===== config.mk =====
export PLATFORM = sky130hd
export DESIGN_NAME = quicksort_engine_unit
export DESIGN_NICKNAME = d
export VERILOG_FILES = /design/src/hw/rtl/qse_pkg.sv /design/src/hw/rtl/qse_dp.sv /design/src/hw/rtl/qse_ctrl.sv /design/src/hw/rtl/quicksort_engine_unit.sv
export SDC_FILE = /design/constraint.sdc
export NUM_CORES = 2
export LEC_CHECK = 0
export BUFFER_PORTS_ARGS = -buffer_cell sky130_fd_sc_hd__buf_2
export CORE_ASPECT_RATIO = 1.1
export CORE_MARGIN = 2
export CORE_UTILIZATION = 50
export CTS_CLUSTER_DIAMETER = 30
export DETAILED_ROUTE_END_ITERATION = 16
export PLACE_DENSITY_LB_ADDON = 0.1
export SLEW_MARGIN = 20
export SYNTH_ARGS = -nofsm -noshare
export SYNTH_HDL_FRONTEND = slang
export SYNTH_SLANG_ARGS = --single-unit

===== constraint.sdc =====
create_clock -name clk -period 4.7 [get_ports clk]
set_input_delay 0.705 -clock clk [delete_from_list [all_inputs] [get_ports clk]]
set_output_delay 0.705 -clock clk [all_outputs]
set_load 0.01 [all_outputs]

===== src/hw/rtl/qse_pkg.sv =====
// Shared types and constants for the quicksort engine.
// Used by the controller, the datapath and the top level; no dependencies.
`default_nettype none

package qse_pkg;

  localparam int DATA_W  = 32;
  localparam int MAX_LEN = 64;
  localparam int IDX_W   = $clog2(MAX_LEN);
  localparam int CNT_W   = IDX_W + 1;
  localparam int STK_W   = 2 * IDX_W;

  typedef enum logic [4:0] {
    OP_NONE,
    OP_LOAD,
    OP_SORT_INIT,
    OP_POP_RD,
    OP_POP_LD,
    OP_PIV_RD,
    OP_PIV_LD,
    OP_SCAN_RD,
    OP_INC_S,
    OP_DEC_E,
    OP_SWAP_S,
    OP_SWAP_E,
    OP_FIN_RD,
    OP_FIN_LO,
    OP_FIN_E,
    OP_PUSH_HI,
    OP_PUSH_LO,
    OP_EMIT_INIT,
    OP_EMIT_RD,
    OP_EMIT_LD
  } dp_op_t;

  typedef struct packed {
    dp_op_t op;
  } cmd_t;

  typedef struct packed {
    logic sp_zero;
    logic lo_lt_hi;
    logic s_le_e;
    logic s_gt_piv;
    logic e_gt_piv;
    logic out_free;
    logic emit_last;
  } sts_t;

endpackage

`default_nettype wire


===== src/hw/rtl/qse_dp.sv =====
// Datapath of the quicksort engine: element store, range stack, partition
// pointers and output register. Executes one command from qse_ctrl per cycle.
// Depends on qse_pkg.
`default_nettype none

module qse_dp (
  input  logic                       clk,
  input  logic                       rst_n,
  input  qse_pkg::cmd_t              cmd,
  output qse_pkg::sts_t              sts,
  input  logic [qse_pkg::DATA_W-1:0] in_data,
  input  logic                       out_ready,
  output logic                       out_valid,
  output logic [qse_pkg::DATA_W-1:0] out_data,
  output logic                       out_last
);

  logic [qse_pkg::DATA_W-1:0] elem_mem [qse_pkg::MAX_LEN];
  logic [qse_pkg::STK_W-1:0]  stk_mem  [qse_pkg::MAX_LEN];

  logic [qse_pkg::CNT_W-1:0]  count_r, count_nxt;
  logic [qse_pkg::CNT_W-1:0]  sp_r, sp_nxt;
  logic [qse_pkg::IDX_W-1:0]  lo_r, hi_r, e_r;
  logic [qse_pkg::CNT_W-1:0]  s_r;
  logic signed [qse_pkg::DATA_W-1:0] piv_r;
  logic [qse_pkg::DATA_W-1:0] rda_r, rdb_r;
  logic [qse_pkg::STK_W-1:0]  stk_rd_r;
  logic                       out_valid_r;
  logic [qse_pkg::DATA_W-1:0] out_data_r;
  logic                       out_last_r;

  logic                       mem_we;
  logic [qse_pkg::IDX_W-1:0]  mem_wa;
  logic [qse_pkg::DATA_W-1:0] mem_wd;
  logic                       rd_en;
  logic [qse_pkg::IDX_W-1:0]  ra, rb;
  logic                       stk_we;
  logic [qse_pkg::IDX_W-1:0]  stk_wa;
  logic [qse_pkg::STK_W-1:0]  stk_wd;

  logic [qse_pkg::CNT_W-1:0]  e_inc, lo_inc, s_inc, sp_dec;
  logic [qse_pkg::IDX_W-1:0]  e_dec, cnt_dec;
  logic                       stk_room, load_room, emit_last;

  assign e_inc     = {1'b0, e_r} + qse_pkg::CNT_W'(1);
  assign lo_inc    = {1'b0, lo_r} + qse_pkg::CNT_W'(1);
  assign s_inc     = s_r + qse_pkg::CNT_W'(1);
  assign sp_dec    = sp_r - qse_pkg::CNT_W'(1);
  assign e_dec     = e_r - qse_pkg::IDX_W'(1);
  assign cnt_dec   = qse_pkg::IDX_W'(count_r - qse_pkg::CNT_W'(1));
  assign stk_room  = sp_r < qse_pkg::CNT_W'(qse_pkg::MAX_LEN);
  assign load_room = count_r < qse_pkg::CNT_W'(qse_pkg::MAX_LEN);
  assign emit_last = s_inc == count_r;

  // Element store ports
  always_comb begin
    mem_we = 1'b0;
    mem_wa = '0;
    mem_wd = rda_r;
    rd_en  = 1'b0;
    ra     = lo_r;
    rb     = e_r;
    case (cmd.op)
      qse_pkg::OP_LOAD: begin
        mem_we = load_room;
        mem_wa = count_r[qse_pkg::IDX_W-1:0];
        mem_wd = in_data;
      end
      qse_pkg::OP_SWAP_S: begin
        mem_we = 1'b1;
        mem_wa = s_r[qse_pkg::IDX_W-1:0];
        mem_wd = rdb_r;
      end
      qse_pkg::OP_SWAP_E: begin
        mem_we = 1'b1;
        mem_wa = e_r;
        mem_wd = rda_r;
      end
      qse_pkg::OP_FIN_LO: begin
        mem_we = 1'b1;
        mem_wa = lo_r;
        mem_wd = rdb_r;
      end
      qse_pkg::OP_FIN_E: begin
        mem_we = 1'b1;
        mem_wa = e_r;
        mem_wd = rda_r;
      end
      qse_pkg::OP_PIV_RD: begin
        rd_en = 1'b1;
      end
      qse_pkg::OP_SCAN_RD: begin
        rd_en = 1'b1;
        ra    = s_r[qse_pkg::IDX_W-1:0];
      end
      qse_pkg::OP_FIN_RD: begin
        rd_en = 1'b1;
      end
      qse_pkg::OP_EMIT_RD: begin
        rd_en = 1'b1;
        ra    = s_r[qse_pkg::IDX_W-1:0];
      end
      default: begin
        mem_we = 1'b0;
      end
    endcase
  end

  // Range stack write port; ranges of fewer than two elements are dropped
  always_comb begin
    stk_we = 1'b0;
    stk_wa = sp_r[qse_pkg::IDX_W-1:0];
    stk_wd = {lo_r, e_dec};
    case (cmd.op)
      qse_pkg::OP_SORT_INIT: begin
        stk_we = count_r >= qse_pkg::CNT_W'(2);
        stk_wa = '0;
        stk_wd = {qse_pkg::IDX_W'(0), cnt_dec};
      end
      qse_pkg::OP_PUSH_HI: begin
        stk_we = stk_room && (e_inc < {1'b0, hi_r});
        stk_wd = {e_inc[qse_pkg::IDX_W-1:0], hi_r};
      end
      qse_pkg::OP_PUSH_LO: begin
        stk_we = stk_room && (lo_inc < {1'b0, e_r});
      end
      default: begin
        stk_we = 1'b0;
      end
    endcase
  end

  always_comb begin
    count_nxt = count_r;
    sp_nxt    = sp_r;
    case (cmd.op)
      qse_pkg::OP_LOAD: begin
        if (load_room) begin
          count_nxt = count_r + qse_pkg::CNT_W'(1);
        end
      end
      qse_pkg::OP_SORT_INIT: begin
        sp_nxt = stk_we ? qse_pkg::CNT_W'(1) : '0;
      end
      qse_pkg::OP_POP_RD: begin
        sp_nxt = sp_dec;
      end
      qse_pkg::OP_PUSH_HI, qse_pkg::OP_PUSH_LO: begin
        if (stk_we) begin
          sp_nxt = sp_r + qse_pkg::CNT_W'(1);
        end
      end
      qse_pkg::OP_EMIT_LD: begin
        if (emit_last) begin
          count_nxt = '0;
          sp_nxt    = '0;
        end
      end
      default: begin
        count_nxt = count_r;
      end
    endcase
  end

  always_ff @(posedge clk) begin
    if (mem_we) begin
      elem_mem[mem_wa] <= mem_wd;
    end
    if (rd_en) begin
      rda_r <= elem_mem[ra];
      rdb_r <= elem_mem[rb];
    end
  end

  always_ff @(posedge clk) begin
    if (stk_we) begin
      stk_mem[stk_wa] <= stk_wd;
    end
    if (cmd.op == qse_pkg::OP_POP_RD) begin
      stk_rd_r <= stk_mem[sp_dec[qse_pkg::IDX_W-1:0]];
    end
  end

  always_ff @(posedge clk) begin
    if (!rst_n) begin
      count_r     <= '0;
      sp_r        <= '0;
      out_valid_r <= 1'b0;
    end else begin
      count_r <= count_nxt;
      sp_r    <= sp_nxt;
      if (cmd.op == qse_pkg::OP_EMIT_LD) begin
        out_valid_r <= 1'b1;
      end else if (out_ready) begin
        out_valid_r <= 1'b0;
      end
    end
  end

  // Pointer and payload registers
  always_ff @(posedge clk) begin
    case (cmd.op)
      qse_pkg::OP_POP_LD: begin
        lo_r <= stk_rd_r[qse_pkg::STK_W-1:qse_pkg::IDX_W];
        hi_r <= stk_rd_r[qse_pkg::IDX_W-1:0];
      end
      qse_pkg::OP_PIV_LD: begin
        piv_r <= rda_r;
        s_r   <= lo_inc;
        e_r   <= hi_r;
      end
      qse_pkg::OP_INC_S: begin
        s_r <= s_inc;
      end
      qse_pkg::OP_DEC_E: begin
        e_r <= e_dec;
      end
      qse_pkg::OP_EMIT_INIT: begin
        s_r <= '0;
      end
      qse_pkg::OP_EMIT_LD: begin
        s_r        <= s_inc;
        out_data_r <= rda_r;
        out_last_r <= emit_last;
      end
      default: begin
        s_r <= s_r;
      end
    endcase
  end

  assign sts.sp_zero   = sp_r == '0;
  assign sts.lo_lt_hi  = lo_r < hi_r;
  assign sts.s_le_e    = s_r <= {1'b0, e_r};
  assign sts.s_gt_piv  = $signed(rda_r) > piv_r;
  assign sts.e_gt_piv  = $signed(rdb_r) > piv_r;
  assign sts.out_free  = !out_valid_r || out_ready;
  assign sts.emit_last = emit_last;

  assign out_valid = out_valid_r;
  assign out_data  = out_data_r;
  assign out_last  = out_last_r;

endmodule

`default_nettype wire


===== src/hw/rtl/qse_ctrl.sv =====
// Controller of the quicksort engine: sequences load, partition and emit.
// Drives qse_dp through cmd_t and reads back sts_t. Depends on qse_pkg.
`default_nettype none

module qse_ctrl (
  input  logic          clk,
  input  logic          rst_n,
  input  logic          in_valid,
  input  logic          in_last,
  output logic          in_ready,
  input  qse_pkg::sts_t sts,
  output qse_pkg::cmd_t cmd
);

  typedef enum logic [3:0] {
    ST_IDLE,
    ST_INIT,
    ST_POP,
    ST_POP_LD,
    ST_RANGE,
    ST_PIV_LD,
    ST_SCAN,
    ST_CMP,
    ST_SWAP_E,
    ST_FIN_LO,
    ST_FIN_E,
    ST_PUSH_HI,
    ST_PUSH_LO,
    ST_EMIT_RD,
    ST_EMIT_LD
  } state_t;

  state_t state_r, state_nxt;

  always_comb begin
    state_nxt = state_r;
    cmd.op    = qse_pkg::OP_NONE;
    case (state_r)
      ST_IDLE: begin
        if (in_valid) begin
          cmd.op = qse_pkg::OP_LOAD;
          if (in_last) begin
            state_nxt = ST_INIT;
          end
        end
      end
      ST_INIT: begin
        cmd.op    = qse_pkg::OP_SORT_INIT;
        state_nxt = ST_POP;
      end
      ST_POP: begin
        if (sts.sp_zero) begin
          cmd.op    = qse_pkg::OP_EMIT_INIT;
          state_nxt = ST_EMIT_RD;
        end else begin
          cmd.op    = qse_pkg::OP_POP_RD;
          state_nxt = ST_POP_LD;
        end
      end
      ST_POP_LD: begin
        cmd.op    = qse_pkg::OP_POP_LD;
        state_nxt = ST_RANGE;
      end
      ST_RANGE: begin
        if (sts.lo_lt_hi) begin
          cmd.op    = qse_pkg::OP_PIV_RD;
          state_nxt = ST_PIV_LD;
        end else begin
          state_nxt = ST_POP;
        end
      end
      ST_PIV_LD: begin
        cmd.op    = qse_pkg::OP_PIV_LD;
        state_nxt = ST_SCAN;
      end
      ST_SCAN: begin
        if (sts.s_le_e) begin
          cmd.op    = qse_pkg::OP_SCAN_RD;
          state_nxt = ST_CMP;
        end else begin
          cmd.op    = qse_pkg::OP_FIN_RD;
          state_nxt = ST_FIN_LO;
        end
      end
      ST_CMP: begin
        // advance the low pointer first, then the high one, else exchange
        if (!sts.s_gt_piv) begin
          cmd.op    = qse_pkg::OP_INC_S;
          state_nxt = ST_SCAN;
        end else if (sts.e_gt_piv) begin
          cmd.op    = qse_pkg::OP_DEC_E;
          state_nxt = ST_SCAN;
        end else begin
          cmd.op    = qse_pkg::OP_SWAP_S;
          state_nxt = ST_SWAP_E;
        end
      end
      ST_SWAP_E: begin
        cmd.op    = qse_pkg::OP_SWAP_E;
        state_nxt = ST_SCAN;
      end
      ST_FIN_LO: begin
        cmd.op    = qse_pkg::OP_FIN_LO;
        state_nxt = ST_FIN_E;
      end
      ST_FIN_E: begin
        cmd.op    = qse_pkg::OP_FIN_E;
        state_nxt = ST_PUSH_HI;
      end
      ST_PUSH_HI: begin
        cmd.op    = qse_pkg::OP_PUSH_HI;
        state_nxt = ST_PUSH_LO;
      end
      ST_PUSH_LO: begin
        cmd.op    = qse_pkg::OP_PUSH_LO;
        state_nxt = ST_POP;
      end
      ST_EMIT_RD: begin
        cmd.op    = qse_pkg::OP_EMIT_RD;
        state_nxt = ST_EMIT_LD;
      end
      ST_EMIT_LD: begin
        // hold until the output register can take the next transfer
        if (sts.out_free) begin
          cmd.op    = qse_pkg::OP_EMIT_LD;
          state_nxt = sts.emit_last ? ST_IDLE : ST_EMIT_RD;
        end
      end
      default: begin
        state_nxt = ST_IDLE;
      end
    endcase
  end

  always_ff @(posedge clk) begin
    if (!rst_n) begin
      state_r <= ST_IDLE;
    end else begin
      state_r <= state_nxt;
    end
  end

  assign in_ready = state_r == ST_IDLE;

endmodule

`default_nettype wire


===== src/hw/rtl/quicksort_engine_unit.sv =====
// Quicksort engine: loads a batch, sorts it in place, streams it out ascending.
// Load takes one item per cycle while idle. Sort: each range popped from the stack
// is partitioned by reading and comparing the scan pair with the pivot, exchanging
// pairs out of place, and pushing both halves back. Emit holds while the output stalls.
// Synchronous active-low reset empties the batch and stack.
// Depends on qse_pkg, qse_ctrl and qse_dp.
`default_nettype none

module quicksort_engine_unit (
  input  logic                       clk,
  input  logic                       rst_n,
  input  logic                       in_tvalid,
  output logic                       in_tready,
  input  logic [qse_pkg::DATA_W-1:0] in_tdata,   // [31:0] value
  input  logic                       in_tlast,
  output logic                       out_tvalid,
  input  logic                       out_tready,
  output logic [qse_pkg::DATA_W-1:0] out_tdata,  // [31:0] sorted_value
  output logic                       out_tlast
);

  qse_pkg::cmd_t cmd;
  qse_pkg::sts_t sts;

  qse_ctrl u_ctrl (
    .clk      (clk),
    .rst_n    (rst_n),
    .in_valid (in_tvalid),
    .in_last  (in_tlast),
    .in_ready (in_tready),
    .sts      (sts),
    .cmd      (cmd)
  );

  qse_dp u_dp (
    .clk       (clk),
    .rst_n     (rst_n),
    .cmd       (cmd),
    .sts       (sts),
    .in_data   (in_tdata),
    .out_ready (out_tready),
    .out_valid (out_tvalid),
    .out_data  (out_tdata),
    .out_last  (out_tlast)
  );

endmodule

`default_nettype wire


==> impl_metrics.toml <==
[cells_and_area]
area_growth_pct = 23.6
fillCellCount = 19500
multi_input_area_um2 = 43500
drive_above_1_share_pct = 25.7
fin_nets = 9689
seqCellArea_um2 = 89900
fin_util_pct = 62.2
final_area_um2 = 168000

[critical_path]
cp_max_fo = 22
cp.arrival_ns = 5.41
critPathKind = "register to register"
startpoint_type = "register"
required_ns = 5.37
r2r-start = "u_dp.e_r[4]"
r2r_setup_slack_ns = -0.04
cp-end-kind = "register"
crit_start = "u_dp.e_r[4]"

[yosys]
synth_edf_count = 2982
yosysMostFrequentCell = "edfxtp_1"
synth_cell_types = 99
synthTopCellsByArea = "edfxtp_1 66%, mux4_2 8.6%, mux2i_1 7.7%, nand2_1 2.4%, o221ai_1 1.6%"
async_flop_share_pct = 0
synthFlopType = "edfxtp_1"
synth_top_area_cell = "edfxtp_1"
yosys-top-cells-count = "2982 x edfxtp_1, 1050 x mux2i_1, 879 x nand2_1"
synthesis.area_um2 = 136000
synth_nets = 8831
ys.warnings.count = 0
ys_seq_area_share_pct = 66.2
synth_top_area_share_pct = 65.9
ys_seq_elements = 3001
syn_area_per_cell_um2 = 15.6
syn_inst = 8701

[floorplanning]
fp.dieW_um = 501
fp.coreArea_um2 = 270000
row_count = 200
start_util_pct = 50.3
io_pins = 72
die_h_um = 551
dieArea_um2 = 276000

[route]
drt-total-wl_um = 496000
vias = 93100
routed_via_density = 6.85
drc = 0
drtPass1Iterations = 14
ant_nets = 0
drt-initial-drc-count = 14200
post_drt_wl_per_cell_um = 36.5

[clocking]
cts_made_buffers = 585
numClockSinks = 3001
clkTransAtPathRegs_ns = 0.05
clock_latency_ns = 0.94
cts_tree = "yes"
htree_levels = 6
clock-root-buffer = "clkbuf_16"
cts_buffer_depth = 4

[placement]
dp_hpwl_um = 317000
portBuffers = 71
globalplace.congestion = 0.963
placed_area_um2 = 148000

[sta]
final.min_clock_period_ns = 4.74
setup_violations = 1
worst_pin_slew_ns = 1.09
rsz0062_at_grt = "no"
timing.final.crit_share_pct = 101
worst_hold_slack_ns = 0.227
slew_violations = 0
fin_ws_ns = -0.0448
finalHoldViolations = 0
fin_skew_ns = 0.0537
max_freq_mhz = 211
relSlewSlack_pct = 27.5

[run_status]
status = "finished with violations"
violations = "negative setup slack"

[global_route]
grt_first_pass_wirelength_um = 690000
antenna_found_initial = 43
grt.total_usage_pct = 35.3
gr-total-overflow = 0
grt_pass1_vias = 91000
grt_max_degree = 114

[worst_hold_path]
holdCritPathClass = "input pin to register"
min_from = "in_tdata[17]"

[pwr]
p_clk_share_pct = 46.9
p_comb_share_pct = 15.6
power_leakage_nw = 59.6
ir_drop_mv = 0.480
seqPwrFrac_pct = 37.4
p_sw_share_pct = 27.2
power.density_nw_per_um2 = 531
p_int_mw = 64.9
p_sw_mw = 24.3

[run]
maxCapViolCount = 0
flip-flops by register name, summed over array words and instances, names as in the netlist:
register	cells
u_dp.out_last	1
u_dp.e_r	6
u_dp.out_valid	1
u_dp.piv_r	32
u_dp.sp_r	7
u_dp.hi_r	6
u_dp.stk_rd_r	12
u_ctrl.state_r	4
u_dp.stk_mem	768
u_dp.elem_mem	2048
u_dp.rdb_r	32
u_dp.rda_r	32
u_dp.out_data	32
u_dp.lo_r	6
u_dp.s_r	7
u_dp.count_r	7
cells in the final DEF, fill, tap and decap left out, types with 17 or more instances in the layout:
| cell | netlist | routed |
|---|---|---|
| edfxtp_1 | 2982 | 2982 |
| mux2i_1 | 1050 | 1049 |
| nand2_1 | 879 | 846 |
| buf_4 | 42 | 626 |
| clkbuf_16 | 0 | 593 |
| mux4_2 | 518 | 518 |
| nand3_1 | 286 | 284 |
| o221ai_1 | 244 | 242 |
| buf_12 | 0 | 237 |
| and3_1 | 203 | 201 |
| a21oi_1 | 194 | 194 |
| nor3_1 | 202 | 193 |
| a222oi_1 | 159 | 159 |
| a211oi_1 | 153 | 153 |
| nor2_1 | 223 | 145 |
| o22ai_1 | 129 | 129 |
| a31oi_1 | 122 | 120 |
| ha_1 | 93 | 92 |
| clkinv_2 | 0 | 90 |
| nand4_1 | 85 | 85 |
| clkinv_1 | 2 | 83 |
| bufinv_16 | 0 | 74 |
| nor2_4 | 0 | 71 |
| buf_2 | 202 | 71 |
| inv_1 | 67 | 63 |
| clkinvlp_4 | 0 | 55 |
| clkbuf_1 | 315 | 55 |
| a311oi_1 | 55 | 51 |
| inv_6 | 0 | 38 |
| a22oi_1 | 37 | 37 |
| a32oi_1 | 37 | 37 |
| clkinv_4 | 0 | 33 |
| o21ai_0 | 32 | 32 |
| nand2_2 | 1 | 30 |
| nor4_1 | 18 | 18 |
| dfxtp_1 | 19 | 18 |
| xnor2_1 | 20 | 17 |
cell type report:
| cell class | count | share of cell area (%) |
|---|---|---|
| Antenna cell | 13 | 0.0194 |
| Clock buffer | 651 | 8.98 |
| Clock inverter | 410 | 2.88 |
| Inverter | 70 | 0.162 |
| Multi-Input combinational cell | 4966 | 25.9 |
| Sequential cell | 3001 | 53.5 |
| Tap cell | 3535 | 2.63 |
| Timing Repair Buffer | 935 | 5.84 |
final timing paths:
kind                                end  cells past startpoint
hold reg to reg            u_dp.lo_r[0]                      0
hold / removal    u_dp.elem_mem[27][17]                      3
setup / recovery         u_dp.rda_r[15]                     16
setup reg to reg         u_dp.rda_r[15]                     16
power by group through the flow:
stage | Sequential [mW] | Combinational [mW] | Clock, mW
floorplan | 34.0 | 6.80 | 0
global placement | 33.8 | 13.5 | 0
detailed placement | 33.8 | 13.7 | 0
CTS | 33.3 | 13.8 | 42.1
global route | 33.4 | 14.4 | 43.4
finish | 33.4 | 13.9 | 41.8
metrics by stage:
| step | power (mW) | setup TNS [ns] | instances | setup WS [ns] |
|---|---|---|---|---|
| finish | 89.1 | -0.0448 | 13600 | -0.0448 |
| global route | 91.1 | 0 | 13600 | 0.00299 |
| CTS | 89.2 | 0 | 13600 | 0.0000209 |
| detailed placement | 47.6 | -0.401 | 12500 | -0.401 |
| global placement | 47.3 | -0.726 | 12500 | -0.551 |
| floorplan | 40.8 | -79.47 | 8701 | -0.533 |
critical path, cell delays in order, from the launching register on:
cell and delay [ns]:
edfxtp_1 0.47, inv_2 0.09, ha_1 0.31, a21oi_1 0.08
o2111a_1 0.26, a21oi_2 0.18, nand2_2 0.10, buf_4 0.17
buf_4 0.18, o21ai_4 0.31, buf_12 0.21, buf_6 0.32
a32oi_1 0.17, and3_1 0.31, a31oi_4 0.35, nand4_1 0.59
buf_4 0.35
cell families after synthesis:
kind of cell | after synthesis | synth area share, %
compound gates | 1266 | 7.03
xor+xnor | 36 | 0.263
fa+ha+maj | 93 | 0.857
buf+inv | 734 | 2.44
flops | 3001 | 66.2
mux | 1575 | 16.4
simple gates | 1996 | 6.82
routing by layer:
metal	vias up	track usage, %	share of wire, %
met5	-	0	0.026
met1	47900	46.3	37
met2	6282	54.6	46
li1	37600	-	-
met4	20	19.5	6.1
met3	1346	8.48	11
repair_timing:
action | 4_1_cts | 5_1_grt
endpoints found under the setup margin | 1 | 316
buffers inserted | 1 | 12
hold buffers | 0 | 0
gates resized for setup | 3 | 5
pin swaps | 2 | 6
Power figures use the tool's default switching activity.
